$ cat config.mk
export PLATFORM = sky130hd
export DESIGN_NAME = sysex_frame_parser_flat
export DESIGN_NICKNAME = d
export VERILOG_FILES = /design/src/rtl/sfp_pkg.sv /design/src/rtl/sfp_if.sv /design/src/rtl/sfp_csr.sv /design/src/rtl/sfp_decode.sv /design/src/rtl/sfp_rsp_fifo.sv /design/src/rtl/sysex_frame_parser.sv /design/src/flat_wrapper.sv
export SDC_FILE = /design/constraint.sdc
export NUM_CORES = 1
export LEC_CHECK = 0
export ABC_AREA = 1
export BUFFER_PORTS_ARGS = -buffer_cell sky130_fd_sc_hd__buf_2
export CORE_UTILIZATION = 55
export CTS_CLUSTER_DIAMETER = 120
export DETAILED_ROUTE_END_ITERATION = 10
export GPL_ROUTABILITY_DRIVEN = 1
export PLACE_DENSITY = 0.69
export SLEW_MARGIN = 20
export SYNTH_ARGS = -nofsm -noshare
export SYNTH_HDL_FRONTEND = slang
export SYNTH_SLANG_ARGS = --single-unit
$ cat constraint.sdc
create_clock -name clock -period 11.53 [get_ports clock]
set_input_delay 2.306 -clock clock [delete_from_list [all_inputs] [get_ports clock]]
set_output_delay 2.306 -clock clock [all_outputs]
set_load 0.03 [all_outputs]
$ cat src/rtl/sfp_pkg.sv
// sfp_pkg: shared types and constants for the SysEx frame parser.
// No dependencies; imported by the interfaces and all rtl modules.
`timescale 1ns / 1ps

package sfp_pkg;

   localparam int unsigned BYTE_W      = 8;
   localparam int unsigned CAP_W       = 13;
   localparam int unsigned WORD_W      = 16;
   localparam int unsigned CSR_INDEX_W = 3;
   localparam int unsigned CSR_DATA_W  = 13;

   // hard limit on raw bytes per message, wide enough for its full range
   localparam logic [16:0] MAX_RAW = 17'd4096;

   localparam logic [CAP_W-1:0] CAP_RESET  = 13'd4096;
   localparam logic [2:0]       GROUP_HIGH = 3'd0;
   localparam logic [2:0]       GROUP_FIRST = 3'd1;
   localparam logic [2:0]       GROUP_LAST = 3'd7;

   typedef enum logic [CSR_INDEX_W-1:0] {
      CSR_MAKER,
      CSR_FAMILY,
      CSR_APP,
      CSR_VERSION,
      CSR_DUMP,
      CSR_CAPACITY
   } csr_idx_type;

   typedef enum logic [3:0] {
      POS_MAKER,
      POS_FAMILY,
      POS_APP,
      POS_VERSION,
      POS_COMMAND,
      POS_SEQ_LO,
      POS_SEQ_HI,
      POS_TOT_LO,
      POS_TOT_HI,
      POS_DUMP,
      POS_PASS
   } pos_type;

   typedef enum logic [2:0] {
      STS_OK,
      STS_SHORT,
      STS_ID,
      STS_VERSION,
      STS_MALFORMED,
      STS_OVERFLOW
   } sts_type;

   typedef struct packed {
      logic [BYTE_W-1:0] maker_id;
      logic [BYTE_W-1:0] family_code;
      logic [BYTE_W-1:0] app_code;
      logic [BYTE_W-1:0] protocol_version;
      logic [BYTE_W-1:0] dump_command;
      logic [CAP_W-1:0]  raw_capacity;
   } cfg_type;

   typedef struct packed {
      logic              kind;
      logic [BYTE_W-1:0] data_byte;
      sts_type           status;
      logic [BYTE_W-1:0] command;
      logic [WORD_W-1:0] sequence_res;
      logic [WORD_W-1:0] total;
      logic [CAP_W-1:0]  raw_length;
      logic              end_flag;
   } rsp_type;

   // up to two results per input beat: data first, then status
   typedef struct packed {
      logic [1:0] count;
      rsp_type    first;
      rsp_type    second;
   } push_type;

endpackage

$ cat src/rtl/sfp_if.sv
// sfp_req_if / sfp_rsp_if: valid/ready channels of the SysEx frame parser.
// Depends on sfp_pkg.
`timescale 1ns / 1ps

interface sfp_req_if;
   import sfp_pkg::*;

   logic              valid;
   logic              ready;
   logic [BYTE_W-1:0] in_byte;
   logic              in_last;

   modport source (output valid, output in_byte, output in_last, input ready);
   modport sink   (input valid, input in_byte, input in_last, output ready);
endinterface

interface sfp_rsp_if;
   import sfp_pkg::*;

   logic              valid;
   logic              ready;
   logic              kind;
   logic [BYTE_W-1:0] data_byte;
   logic [2:0]        status;
   logic [BYTE_W-1:0] command;
   logic [WORD_W-1:0] sequence_res;
   logic [WORD_W-1:0] total;
   logic [CAP_W-1:0]  raw_length;
   logic              end_flag;

   modport source (output valid, output kind, output data_byte, output status,
                   output command, output sequence_res, output total,
                   output raw_length, output end_flag, input ready);
   modport sink   (input valid, input kind, input data_byte, input status,
                   input command, input sequence_res, input total,
                   input raw_length, input end_flag, output ready);
endinterface

$ cat src/rtl/sfp_csr.sv
// sfp_csr: configuration registers of the SysEx frame parser.
// Depends on sfp_pkg.
`timescale 1ns / 1ps

module sfp_csr (
   input  logic                             clock,
   input  logic                             reset,
   input  logic                             csr_wr_en,
   input  logic [sfp_pkg::CSR_INDEX_W-1:0]  csr_index,
   input  logic [sfp_pkg::CSR_DATA_W-1:0]   csr_wr_data,
   output sfp_pkg::cfg_type                 cfg
);
   import sfp_pkg::*;

   cfg_type cfg_ff;
   cfg_type cfg_in;

   always_comb begin
      cfg_in = cfg_ff;
      if (csr_wr_en) begin
         case (csr_idx_type'(csr_index))
            CSR_MAKER:    cfg_in.maker_id         = csr_wr_data[BYTE_W-1:0];
            CSR_FAMILY:   cfg_in.family_code      = csr_wr_data[BYTE_W-1:0];
            CSR_APP:      cfg_in.app_code         = csr_wr_data[BYTE_W-1:0];
            CSR_VERSION:  cfg_in.protocol_version = csr_wr_data[BYTE_W-1:0];
            CSR_DUMP:     cfg_in.dump_command     = csr_wr_data[BYTE_W-1:0];
            CSR_CAPACITY: cfg_in.raw_capacity     = csr_wr_data[CAP_W-1:0];
            default:      cfg_in = cfg_ff;
         endcase
      end
   end

   always_ff @(posedge clock) begin
      if (reset) begin
         cfg_ff <= '{maker_id: '0, family_code: '0, app_code: '0,
                     protocol_version: '0, dump_command: '0,
                     raw_capacity: CAP_RESET};
      end else begin
         cfg_ff <= cfg_in;
      end
   end

   assign cfg = cfg_ff;

endmodule

$ cat src/rtl/sfp_decode.sv
// sfp_decode: per-beat header check, dump header capture and 7-bit unpack.
// Holds the message state; emits up to two results per beat. Depends on sfp_pkg.
`timescale 1ns / 1ps

module sfp_decode (
   input  logic                         clock,
   input  logic                         reset,
   input  logic                         fire,
   input  logic [sfp_pkg::BYTE_W-1:0]   in_byte,
   input  logic                         in_last,
   input  sfp_pkg::cfg_type             cfg,
   output sfp_pkg::push_type            push
);
   import sfp_pkg::*;

   pos_type           pos_ff, pos_in;
   logic              id_bad_ff, id_bad_in;
   logic              ver_bad_ff, ver_bad_in;
   logic [BYTE_W-1:0] cmd_ff, cmd_in;
   logic [WORD_W-1:0] seq_ff, seq_in;
   logic [WORD_W-1:0] tot_ff, tot_in;
   logic [BYTE_W-1:0] hbits_ff, hbits_in;
   logic [2:0]        grp_ff, grp_in;
   logic [CAP_W-1:0]  cnt_ff, cnt_in;
   logic              ovf_ff, ovf_in;

   logic              have_raw;
   logic [BYTE_W-1:0] raw;
   logic [2:0]        bit_sel;
   logic              room;
   logic              gated;
   logic              emit;
   sts_type           sts;
   rsp_type           data_rsp;
   rsp_type           sts_rsp;

   assign room = ({4'd0, cnt_ff} < {4'd0, cfg.raw_capacity}) && ({4'd0, cnt_ff} < MAX_RAW);

   // next state
   always_comb begin
      pos_in     = pos_ff;
      id_bad_in  = id_bad_ff;
      ver_bad_in = ver_bad_ff;
      cmd_in     = cmd_ff;
      seq_in     = seq_ff;
      tot_in     = tot_ff;
      hbits_in   = hbits_ff;
      grp_in     = grp_ff;
      have_raw   = 1'b0;
      raw        = in_byte;
      bit_sel    = grp_ff - 3'd1;
      case (pos_ff)
         POS_MAKER: begin
            if (in_byte != cfg.maker_id) id_bad_in = 1'b1;
            pos_in = POS_FAMILY;
         end
         POS_FAMILY: begin
            if (in_byte != cfg.family_code) id_bad_in = 1'b1;
            pos_in = POS_APP;
         end
         POS_APP: begin
            if (in_byte != cfg.app_code) id_bad_in = 1'b1;
            pos_in = POS_VERSION;
         end
         POS_VERSION: begin
            if (in_byte != cfg.protocol_version) ver_bad_in = 1'b1;
            pos_in = POS_COMMAND;
         end
         POS_COMMAND: begin
            cmd_in = in_byte;
            pos_in = (in_byte == cfg.dump_command) ? POS_SEQ_LO : POS_PASS;
         end
         POS_SEQ_LO: begin
            seq_in = {8'd0, in_byte};
            pos_in = POS_SEQ_HI;
         end
         POS_SEQ_HI: begin
            seq_in = seq_ff + {1'b0, in_byte, 7'd0};
            pos_in = POS_TOT_LO;
         end
         POS_TOT_LO: begin
            tot_in = {8'd0, in_byte};
            pos_in = POS_TOT_HI;
         end
         POS_TOT_HI: begin
            tot_in = tot_ff + {1'b0, in_byte, 7'd0};
            pos_in = POS_DUMP;
         end
         POS_DUMP: begin
            if (grp_ff == GROUP_HIGH) begin
               hbits_in = in_byte;
               grp_in   = GROUP_FIRST;
            end else begin
               raw      = {hbits_ff[bit_sel], in_byte[6:0]};
               have_raw = 1'b1;
               grp_in   = (grp_ff == GROUP_LAST) ? GROUP_HIGH : grp_ff + 3'd1;
            end
         end
         default: begin
            pos_in   = POS_PASS;
            have_raw = 1'b1;
         end
      endcase

      gated  = have_raw && !id_bad_in && !ver_bad_in;
      emit   = gated && room;
      ovf_in = ovf_ff || (gated && !room);
      cnt_in = cnt_ff + CAP_W'(emit);
   end

   // results
   always_comb begin
      if (pos_in < POS_SEQ_LO)                           sts = STS_SHORT;
      else if (id_bad_in)                                sts = STS_ID;
      else if (ver_bad_in)                               sts = STS_VERSION;
      else if (pos_in < POS_DUMP)                        sts = STS_SHORT;
      else if (pos_in == POS_DUMP && grp_in == GROUP_FIRST) sts = STS_MALFORMED;
      else if (ovf_in)                                   sts = STS_OVERFLOW;
      else                                               sts = STS_OK;

      data_rsp           = '0;
      data_rsp.data_byte = raw;
      data_rsp.status    = STS_OK;

      sts_rsp              = '0;
      sts_rsp.kind         = 1'b1;
      sts_rsp.status       = sts;
      sts_rsp.command      = cmd_in;
      sts_rsp.sequence_res = seq_in;
      sts_rsp.total        = tot_in;
      sts_rsp.raw_length   = cnt_in;
      sts_rsp.end_flag     = 1'b1;

      push.count  = fire ? (2'(emit) + 2'(in_last)) : 2'd0;
      push.first  = emit ? data_rsp : sts_rsp;
      push.second = sts_rsp;
   end

   always_ff @(posedge clock) begin
      if (reset || (fire && in_last)) begin
         pos_ff     <= POS_MAKER;
         id_bad_ff  <= 1'b0;
         ver_bad_ff <= 1'b0;
         cmd_ff     <= '0;
         seq_ff     <= '0;
         tot_ff     <= '0;
         hbits_ff   <= '0;
         grp_ff     <= GROUP_HIGH;
         cnt_ff     <= '0;
         ovf_ff     <= 1'b0;
      end else if (fire) begin
         pos_ff     <= pos_in;
         id_bad_ff  <= id_bad_in;
         ver_bad_ff <= ver_bad_in;
         cmd_ff     <= cmd_in;
         seq_ff     <= seq_in;
         tot_ff     <= tot_in;
         hbits_ff   <= hbits_in;
         grp_ff     <= grp_in;
         cnt_ff     <= cnt_in;
         ovf_ff     <= ovf_in;
      end
   end

endmodule

$ cat src/rtl/sfp_rsp_fifo.sv
// sfp_rsp_fifo: result queue taking up to two beats per cycle, one out while out_ready is high.
// Depends on sfp_pkg.
`timescale 1ns / 1ps

module sfp_rsp_fifo #(
   parameter int unsigned DEPTH = 4
) (
   input  logic                clock,
   input  logic                reset,
   input  sfp_pkg::push_type   push,
   output logic                room,
   output logic                out_valid,
   input  logic                out_ready,
   output sfp_pkg::rsp_type    out_data
);
   import sfp_pkg::*;

   localparam int unsigned PTR_W = (DEPTH > 1) ? $clog2(DEPTH) : 1;
   localparam int unsigned CNT_W = $clog2(DEPTH + 1);

   function automatic logic [PTR_W-1:0] wrap_inc(input logic [PTR_W-1:0] p);
      wrap_inc = (p == PTR_W'(DEPTH - 1)) ? '0 : p + 1'b1;
   endfunction

   rsp_type            mem [DEPTH];
   logic [PTR_W-1:0]   wr_ptr_ff, wr_ptr_in;
   logic [PTR_W-1:0]   rd_ptr_ff, rd_ptr_in;
   logic [CNT_W-1:0]   cnt_ff, cnt_in;
   logic [PTR_W-1:0]   wr_next;
   logic               pop;

   assign wr_next   = wrap_inc(wr_ptr_ff);
   assign out_valid = (cnt_ff != '0);
   assign pop       = out_valid && out_ready;
   assign out_data  = mem[rd_ptr_ff];
   assign room      = (cnt_ff <= CNT_W'(DEPTH - 2));

   always_comb begin
      case (push.count)
         2'd0:    wr_ptr_in = wr_ptr_ff;
         2'd1:    wr_ptr_in = wr_next;
         2'd2:    wr_ptr_in = wrap_inc(wr_next);
         default: wr_ptr_in = wr_ptr_ff;
      endcase
      rd_ptr_in = pop ? wrap_inc(rd_ptr_ff) : rd_ptr_ff;
      cnt_in    = cnt_ff + CNT_W'(push.count) - CNT_W'(pop);
   end

   always_ff @(posedge clock) begin
      if (push.count != 2'd0) mem[wr_ptr_ff] <= push.first;
      if (push.count == 2'd2) mem[wr_next] <= push.second;
   end

   always_ff @(posedge clock) begin
      if (reset) begin
         wr_ptr_ff <= '0;
         rd_ptr_ff <= '0;
         cnt_ff    <= '0;
      end else begin
         wr_ptr_ff <= wr_ptr_in;
         rd_ptr_ff <= rd_ptr_in;
         cnt_ff    <= cnt_in;
      end
   end

endmodule

$ cat src/rtl/sysex_frame_parser.sv
// sysex_frame_parser: SysEx header check and 7-bit group unpacking, top level.
// Depends on sfp_pkg, sfp_if, sfp_csr, sfp_decode, sfp_rsp_fifo.
//
//   channel   dir   beat
//   req_bus   in    in_byte, in_last
//   rsp_bus   out   kind, data_byte, status, command, sequence_res, total,
//                   raw_length, end_flag
//   csr_*     in    wr_en, index, wr_data (write only)
//
// One message byte is decoded per cycle, while the queue has room, straight into the result queue.
// A byte makes zero, one or two results; a final byte that also emits data
// makes two, so the output side sets the rate at that point.
// req ready drops when fewer than two queue slots are free.
// Synchronous reset clears message state and queue, and resets the registers (raw capacity to 4096); no clear pass.
`timescale 1ns / 1ps

module sysex_frame_parser #(
   parameter int unsigned RSP_DEPTH = 4
) (
   input  logic                            clock,
   input  logic                            reset,
   sfp_req_if.sink                         req_bus,
   sfp_rsp_if.source                       rsp_bus,
   input  logic                            csr_wr_en,
   input  logic [sfp_pkg::CSR_INDEX_W-1:0] csr_index,
   input  logic [sfp_pkg::CSR_DATA_W-1:0]  csr_wr_data
);
   import sfp_pkg::*;

   cfg_type  cfg;
   push_type push;
   rsp_type  rsp_data;
   logic     room;
   logic     req_fire;

   assign req_bus.ready = room;
   assign req_fire      = req_bus.valid && room;

   sfp_csr u_csr (
      .clock       (clock),
      .reset       (reset),
      .csr_wr_en   (csr_wr_en),
      .csr_index   (csr_index),
      .csr_wr_data (csr_wr_data),
      .cfg         (cfg)
   );

   sfp_decode u_decode (
      .clock   (clock),
      .reset   (reset),
      .fire    (req_fire),
      .in_byte (req_bus.in_byte),
      .in_last (req_bus.in_last),
      .cfg     (cfg),
      .push    (push)
   );

   sfp_rsp_fifo #(
      .DEPTH (RSP_DEPTH)
   ) u_fifo (
      .clock     (clock),
      .reset     (reset),
      .push      (push),
      .room      (room),
      .out_valid (rsp_bus.valid),
      .out_ready (rsp_bus.ready),
      .out_data  (rsp_data)
   );

   assign rsp_bus.kind         = rsp_data.kind;
   assign rsp_bus.data_byte    = rsp_data.data_byte;
   assign rsp_bus.status       = rsp_data.status;
   assign rsp_bus.command      = rsp_data.command;
   assign rsp_bus.sequence_res = rsp_data.sequence_res;
   assign rsp_bus.total        = rsp_data.total;
   assign rsp_bus.raw_length   = rsp_data.raw_length;
   assign rsp_bus.end_flag     = rsp_data.end_flag;

   a_last_gives_status: assert property (@(posedge clock) disable iff (reset)
      req_fire && req_bus.in_last |=> rsp_bus.valid)
      else $error("final byte left no result queued");

   a_status_shape: assert property (@(posedge clock) disable iff (reset)
      rsp_bus.valid && rsp_bus.kind |-> rsp_bus.end_flag && rsp_bus.data_byte == 8'd0)
      else $error("status beat malformed");

   a_data_shape: assert property (@(posedge clock) disable iff (reset)
      rsp_bus.valid && !rsp_bus.kind |->
         !rsp_bus.end_flag && rsp_bus.status == STS_OK && rsp_bus.raw_length == 13'd0)
      else $error("data beat carries status fields");

endmodule
$ cat src/flat_wrapper.sv
// flat-port wrapper written by rule: the top's interface ports become plain ports
module sysex_frame_parser_flat import sfp_pkg::*;
#(
   parameter int unsigned RSP_DEPTH = 4
)
  (clock, reset, csr_wr_en, csr_index, csr_wr_data, req_bus_valid, req_bus_in_byte, req_bus_in_last, req_bus_ready, rsp_bus_valid, rsp_bus_kind, rsp_bus_data_byte, rsp_bus_status, rsp_bus_command, rsp_bus_sequence_res, rsp_bus_total, rsp_bus_raw_length, rsp_bus_end_flag, rsp_bus_ready);
  sfp_req_if req_bus_i ();
  sfp_rsp_if rsp_bus_i ();
  input  logic clock;
  input  logic reset;
  input  logic csr_wr_en;
  input  logic [sfp_pkg::CSR_INDEX_W-1:0] csr_index;
  input  logic [sfp_pkg::CSR_DATA_W-1:0] csr_wr_data;
  input wire logic [$bits(req_bus_i.valid)-1:0] req_bus_valid;
  input wire logic [$bits(req_bus_i.in_byte)-1:0] req_bus_in_byte;
  input wire logic [$bits(req_bus_i.in_last)-1:0] req_bus_in_last;
  output wire logic [$bits(req_bus_i.ready)-1:0] req_bus_ready;
  output wire logic [$bits(rsp_bus_i.valid)-1:0] rsp_bus_valid;
  output wire logic [$bits(rsp_bus_i.kind)-1:0] rsp_bus_kind;
  output wire logic [$bits(rsp_bus_i.data_byte)-1:0] rsp_bus_data_byte;
  output wire logic [$bits(rsp_bus_i.status)-1:0] rsp_bus_status;
  output wire logic [$bits(rsp_bus_i.command)-1:0] rsp_bus_command;
  output wire logic [$bits(rsp_bus_i.sequence_res)-1:0] rsp_bus_sequence_res;
  output wire logic [$bits(rsp_bus_i.total)-1:0] rsp_bus_total;
  output wire logic [$bits(rsp_bus_i.raw_length)-1:0] rsp_bus_raw_length;
  output wire logic [$bits(rsp_bus_i.end_flag)-1:0] rsp_bus_end_flag;
  input wire logic [$bits(rsp_bus_i.ready)-1:0] rsp_bus_ready;
  assign req_bus_i.valid = req_bus_valid;
  assign req_bus_i.in_byte = req_bus_in_byte;
  assign req_bus_i.in_last = req_bus_in_last;
  assign req_bus_ready = req_bus_i.ready;
  assign rsp_bus_valid = rsp_bus_i.valid;
  assign rsp_bus_kind = rsp_bus_i.kind;
  assign rsp_bus_data_byte = rsp_bus_i.data_byte;
  assign rsp_bus_status = rsp_bus_i.status;
  assign rsp_bus_command = rsp_bus_i.command;
  assign rsp_bus_sequence_res = rsp_bus_i.sequence_res;
  assign rsp_bus_total = rsp_bus_i.total;
  assign rsp_bus_raw_length = rsp_bus_i.raw_length;
  assign rsp_bus_end_flag = rsp_bus_i.end_flag;
  assign rsp_bus_i.ready = rsp_bus_ready;
  sysex_frame_parser #(.RSP_DEPTH(RSP_DEPTH)) u_core (.clock(clock), .reset(reset), .req_bus(req_bus_i), .rsp_bus(rsp_bus_i), .csr_wr_en(csr_wr_en), .csr_index(csr_index), .csr_wr_data(csr_wr_data));
endmodule
==> results_dict.tcl <==
set metrics [dict create \
    status "finished, final reports clean" \
    number_of_antenna_violations_at_the_first_check_in_global_routing 2 \
    drcViolationCount 0 \
    crit_path_end_kind "flop" \
    detailedPlacementHpwl_mm 29.4 \
    num_antenna_cells 0 \
    rows 65 \
    fp.dieArea_um2 33500 \
    layout_min_cycle_time_ns 6.81 \
    pins_over_slew_limit 0 \
    yosysMostFrequentCell "sky130_fd_sc_hd__nor2_1" \
    hp-class "flop to flop" \
    clockRootBuffer "sky130_fd_sc_hd__clkbuf_16" \
    combinationalPowerShare_pct 28.9 \
    wire_per_inst_um 18.4 \
    ys_warn_count 0 \
    grt_overflow 0 \
    regToRegStartpoint "u_core.u_decode.pos_ff[3]" \
    area.sequential_um2 10100 \
    synthesis.instances 2031 \
    final-hold-violation-count 0 \
    synth_cell_type_count 41 \
    critical_path_required_ns 11.80 \
    area.growth.synth_to_final_pct 11.3 \
    cts.htree.levels 2 \
    synth_enable_flop_cells 224 \
    routed_via_density 5.66 \
    post_cts.repair.setup_buffers 0 \
    fin_ws_ns 4.72 \
    globalplace.congestion 0.899 \
    max_freq_mhz 147 \
    synth-async-reset-ratio_pct 0 \
    synth_area_per_cell_um2 8.88 \
    fp.dieW_um 183 \
    pwr-share-seq_pct 39.7 \
    synth_commonest_cells "sky130_fd_sc_hd__nor2_1, sky130_fd_sc_hd__o21ai_0, sky130_fd_sc_hd__edfxtp_1" \
    layout-drive-gt1-share_pct 9.96 \
    peakVddDrop_mv 0.127 \
    first_pass_grt_wire_length_mm 73.8 \
    crit_end "u_core.u_fifo.mem[1][50]" \
    nFillCells 2760 \
    setup_violations 0 \
    cts_buffer_count 41 \
    layout.nets 2176 \
    ff2ff_setup_slack_ns 6.14 \
    yosys-top-cells-area "sky130_fd_sc_hd__edfxtp_1, sky130_fd_sc_hd__dfxtp_1, sky130_fd_sc_hd__nor2_1, sky130_fd_sc_hd__o21ai_0, sky130_fd_sc_hd__nand2_1" \
    worstSkewPairLatency_ns 0.55 \
    worst_reg2reg_path_depth 25 \
    clock_slew_at_the_register_clock_pins_of_the_worst_setup_and_hold_paths_ns 0.06 \
    routed_wl_mm 47.1 \
    starting_utilization_of_the_core_area_pct 56.6 \
    cts_max_path_buffers 3 \
    finalSetupTns_ns 0 \
    worst_hold_slack_ns 0.455 \
    ios 98 \
    synth_area_um2 18000 \
    vias 14500 \
    floorplan.core_area_um2 31900 \
    skew_ns 0.0197 \
    clock_sink_count 393 \
    worstMarginPinSlew_ns 0.935 \
    synth_flop_cell "sky130_fd_sc_hd__edfxtp_1" \
    rsz0062_at_grt "false" \
    hold_buf_count_cts 0 \
    detail-route-antenna-nets 0 \
    portion_of_the_post_synthesis_area_used_by_sequential_elements_pct 56.1 \
    drt_iter0_drc 1397 \
    path_class "input pin to flop" \
    place.port_buffers 97 \
    intPower_w 0.00267 \
    power_frac_clock_pct 31.4 \
    powerDensity_nw_per_um2 209 \
    worst_slew_margin_rel_pct 37.7 \
    dp_slack_ns 4.23 \
    worstPathMaxFanout 57 \
    multi_input_area_um2 6710 \
    synth_top_cell_by_area "sky130_fd_sc_hd__edfxtp_1" \
    mappedNetlistNets 2112 \
    detailedRoute.firstPassIterationCount 5 \
    grt_start_max_net_pins 91 \
    sw_share_pct 36.5 \
    power.net_switching_w 0.00153 \
    gr-usage-all-layers_pct 28.2 \
    netlist.area_leader.share_pct 37.3 \
    setup.worst_path.start_class "input pin" \
    total_leakage_power_nw 7.62 \
    timing.critical_path.from "req_bus_in_byte[4]" \
    post_cts_resized 0 \
    synth-seq-cells 393 \
    cp_data_arrival_time_ns 7.08 \
    chipHeight_um 183 \
    layout_worst_path_cycle_share_pct 59.1 \
    tritoncts "yes" \
    vias_in_the_first_global_route 13500 \
    endpoint_of_the_worst_register_to_register_path "u_core.u_fifo.mem[1][50]" \
    cap_viol_max_count 0 \
]
metrics by stage:
step / cell area (um2) / std cells / util (%) / power (W)
detailed placement: 18700 / 2487 / 58.7 / 0.00290
floorplan: 18000 / 2031 / - / 0.00254
CTS: 20100 / 2563 / 62.9 / 0.00421
global placement: 18700 / 2487 / 58.7 / 0.00288
global route: 20100 / 2563 / 62.9 / 0.00439
finish: 20100 / 2563 / 62.9 / 0.00420
layout make-up:
cell class | instances | area share, %
multi-input cells | 1356 | 33.4
clock inverters | 17 | 0.723
flip-flops and latches | 393 | 50.4
inverters | 185 | 3.47
well taps | 435 | 2.71
repair buffers | 118 | 3.20
clock buffers | 59 | 6.06
registers in the layout, summed over array words and instances, names as in the netlist, 4 cells and up, named ones only:
| signal | flops |
|---|---|
| u_core.u_decode.cnt_ff | 13 |
| u_core.u_decode.cmd_ff | 8 |
| u_core.u_decode.hbits_ff | 8 |
| u_core.u_decode.tot_ff | 16 |
| u_core.u_fifo.mem | 260 |
| u_core.u_csr.cfg | 53 |
| u_core.u_decode.pos_ff | 4 |
| u_core.u_decode.seq_ff | 16 |
power groups by stage:
stage	combinational, W	clock [W]	sequential [W]
global route	0.00133	0.00139	0.00168
detailed placement	0.00121	0	0.00169
floorplan	0.000880	0	0.00166
global placement	0.00119	0	0.00169
CTS	0.00122	0.00133	0.00166
finish	0.00121	0.00132	0.00167
critical path, cell delays in order:
cell and delay [ns]:
sky130_fd_sc_hd__buf_2 0.22, sky130_fd_sc_hd__inv_1 0.20, sky130_fd_sc_hd__nand2_1 0.10, sky130_fd_sc_hd__nand4_1 0.10, sky130_fd_sc_hd__nor3_1 0.19, sky130_fd_sc_hd__nand3_1 0.14
sky130_fd_sc_hd__a21oi_1 0.35, sky130_fd_sc_hd__nand4_2 0.19, sky130_fd_sc_hd__nor2_4 0.30, sky130_fd_sc_hd__ha_1 0.29, sky130_fd_sc_hd__nand2_1 0.12, sky130_fd_sc_hd__ha_1 0.24
sky130_fd_sc_hd__inv_1 0.08, sky130_fd_sc_hd__nand2_1 0.08, sky130_fd_sc_hd__inv_1 0.05, sky130_fd_sc_hd__nor2_1 0.58, sky130_fd_sc_hd__inv_2 0.04, sky130_fd_sc_hd__buf_4 0.39
sky130_fd_sc_hd__o21ai_4 0.47, sky130_fd_sc_hd__buf_4 0.51, sky130_fd_sc_hd__nor2_1 0.09
logic make-up (layout without fill, tap and decap cells):
family                   after synthesis  count (layout)  synth area share, %
AO/OA/AOI/OAI                        544             544                 16.2
XOR/XNOR                              25              25                 1.21
adder cells (fa/ha/maj)               51              51                 3.66
buffers and inverters                282             379                 6.74
flip-flops                           393             393                 56.1
AND/OR/NAND/NOR                      736             736                 16.1
worst min path at each step:
stage | from | end | slack (ns) | cells past startpoint
finish | u_core.u_fifo.mem[2][63] | u_core.u_fifo.mem[2][63] | 0.46 | 2
global route | u_core.u_fifo.mem[0][64] | u_core.u_fifo.mem[0][64] | 0.47 | 2
CTS | u_core.u_fifo.mem[2][63] | u_core.u_fifo.mem[2][63] | 0.46 | 2
detailed placement | u_core.u_fifo.mem[2][63] | u_core.u_fifo.mem[2][63] | 0.44 | 2
global placement | u_core.u_fifo.mem[1][58] | u_core.u_fifo.mem[1][58] | 0.43 | 2
floorplan | u_core.u_fifo.mem[1][57] | u_core.u_fifo.mem[1][57] | 0.42 | 2
layout by cell type, fill, tap and decap left out, types with 34 or more instances in the layout:
master	instances
sky130_fd_sc_hd__dfxtp_1	167
sky130_fd_sc_hd__clkbuf_16	43
sky130_fd_sc_hd__o21ai_0	337
sky130_fd_sc_hd__ha_1	48
sky130_fd_sc_hd__buf_2	97
sky130_fd_sc_hd__nand2_1	198
sky130_fd_sc_hd__o22ai_1	72
sky130_fd_sc_hd__a21oi_1	110
sky130_fd_sc_hd__edfxtp_1	224
sky130_fd_sc_hd__inv_1	175
sky130_fd_sc_hd__nor2_1	471
sky130_fd_sc_hd__nand3_1	34
metal layers:
metal	part of all wire, %	up-vias	GRT usage [%]
li1	-	7004	-
met3	7.4	65	4.17
met5	0.021	-	0
met2	46	537	44.4
met1	45	6908	40.6
met4	2.2	2	8.03
Note: power is estimated with default switching activity, not from simulation.
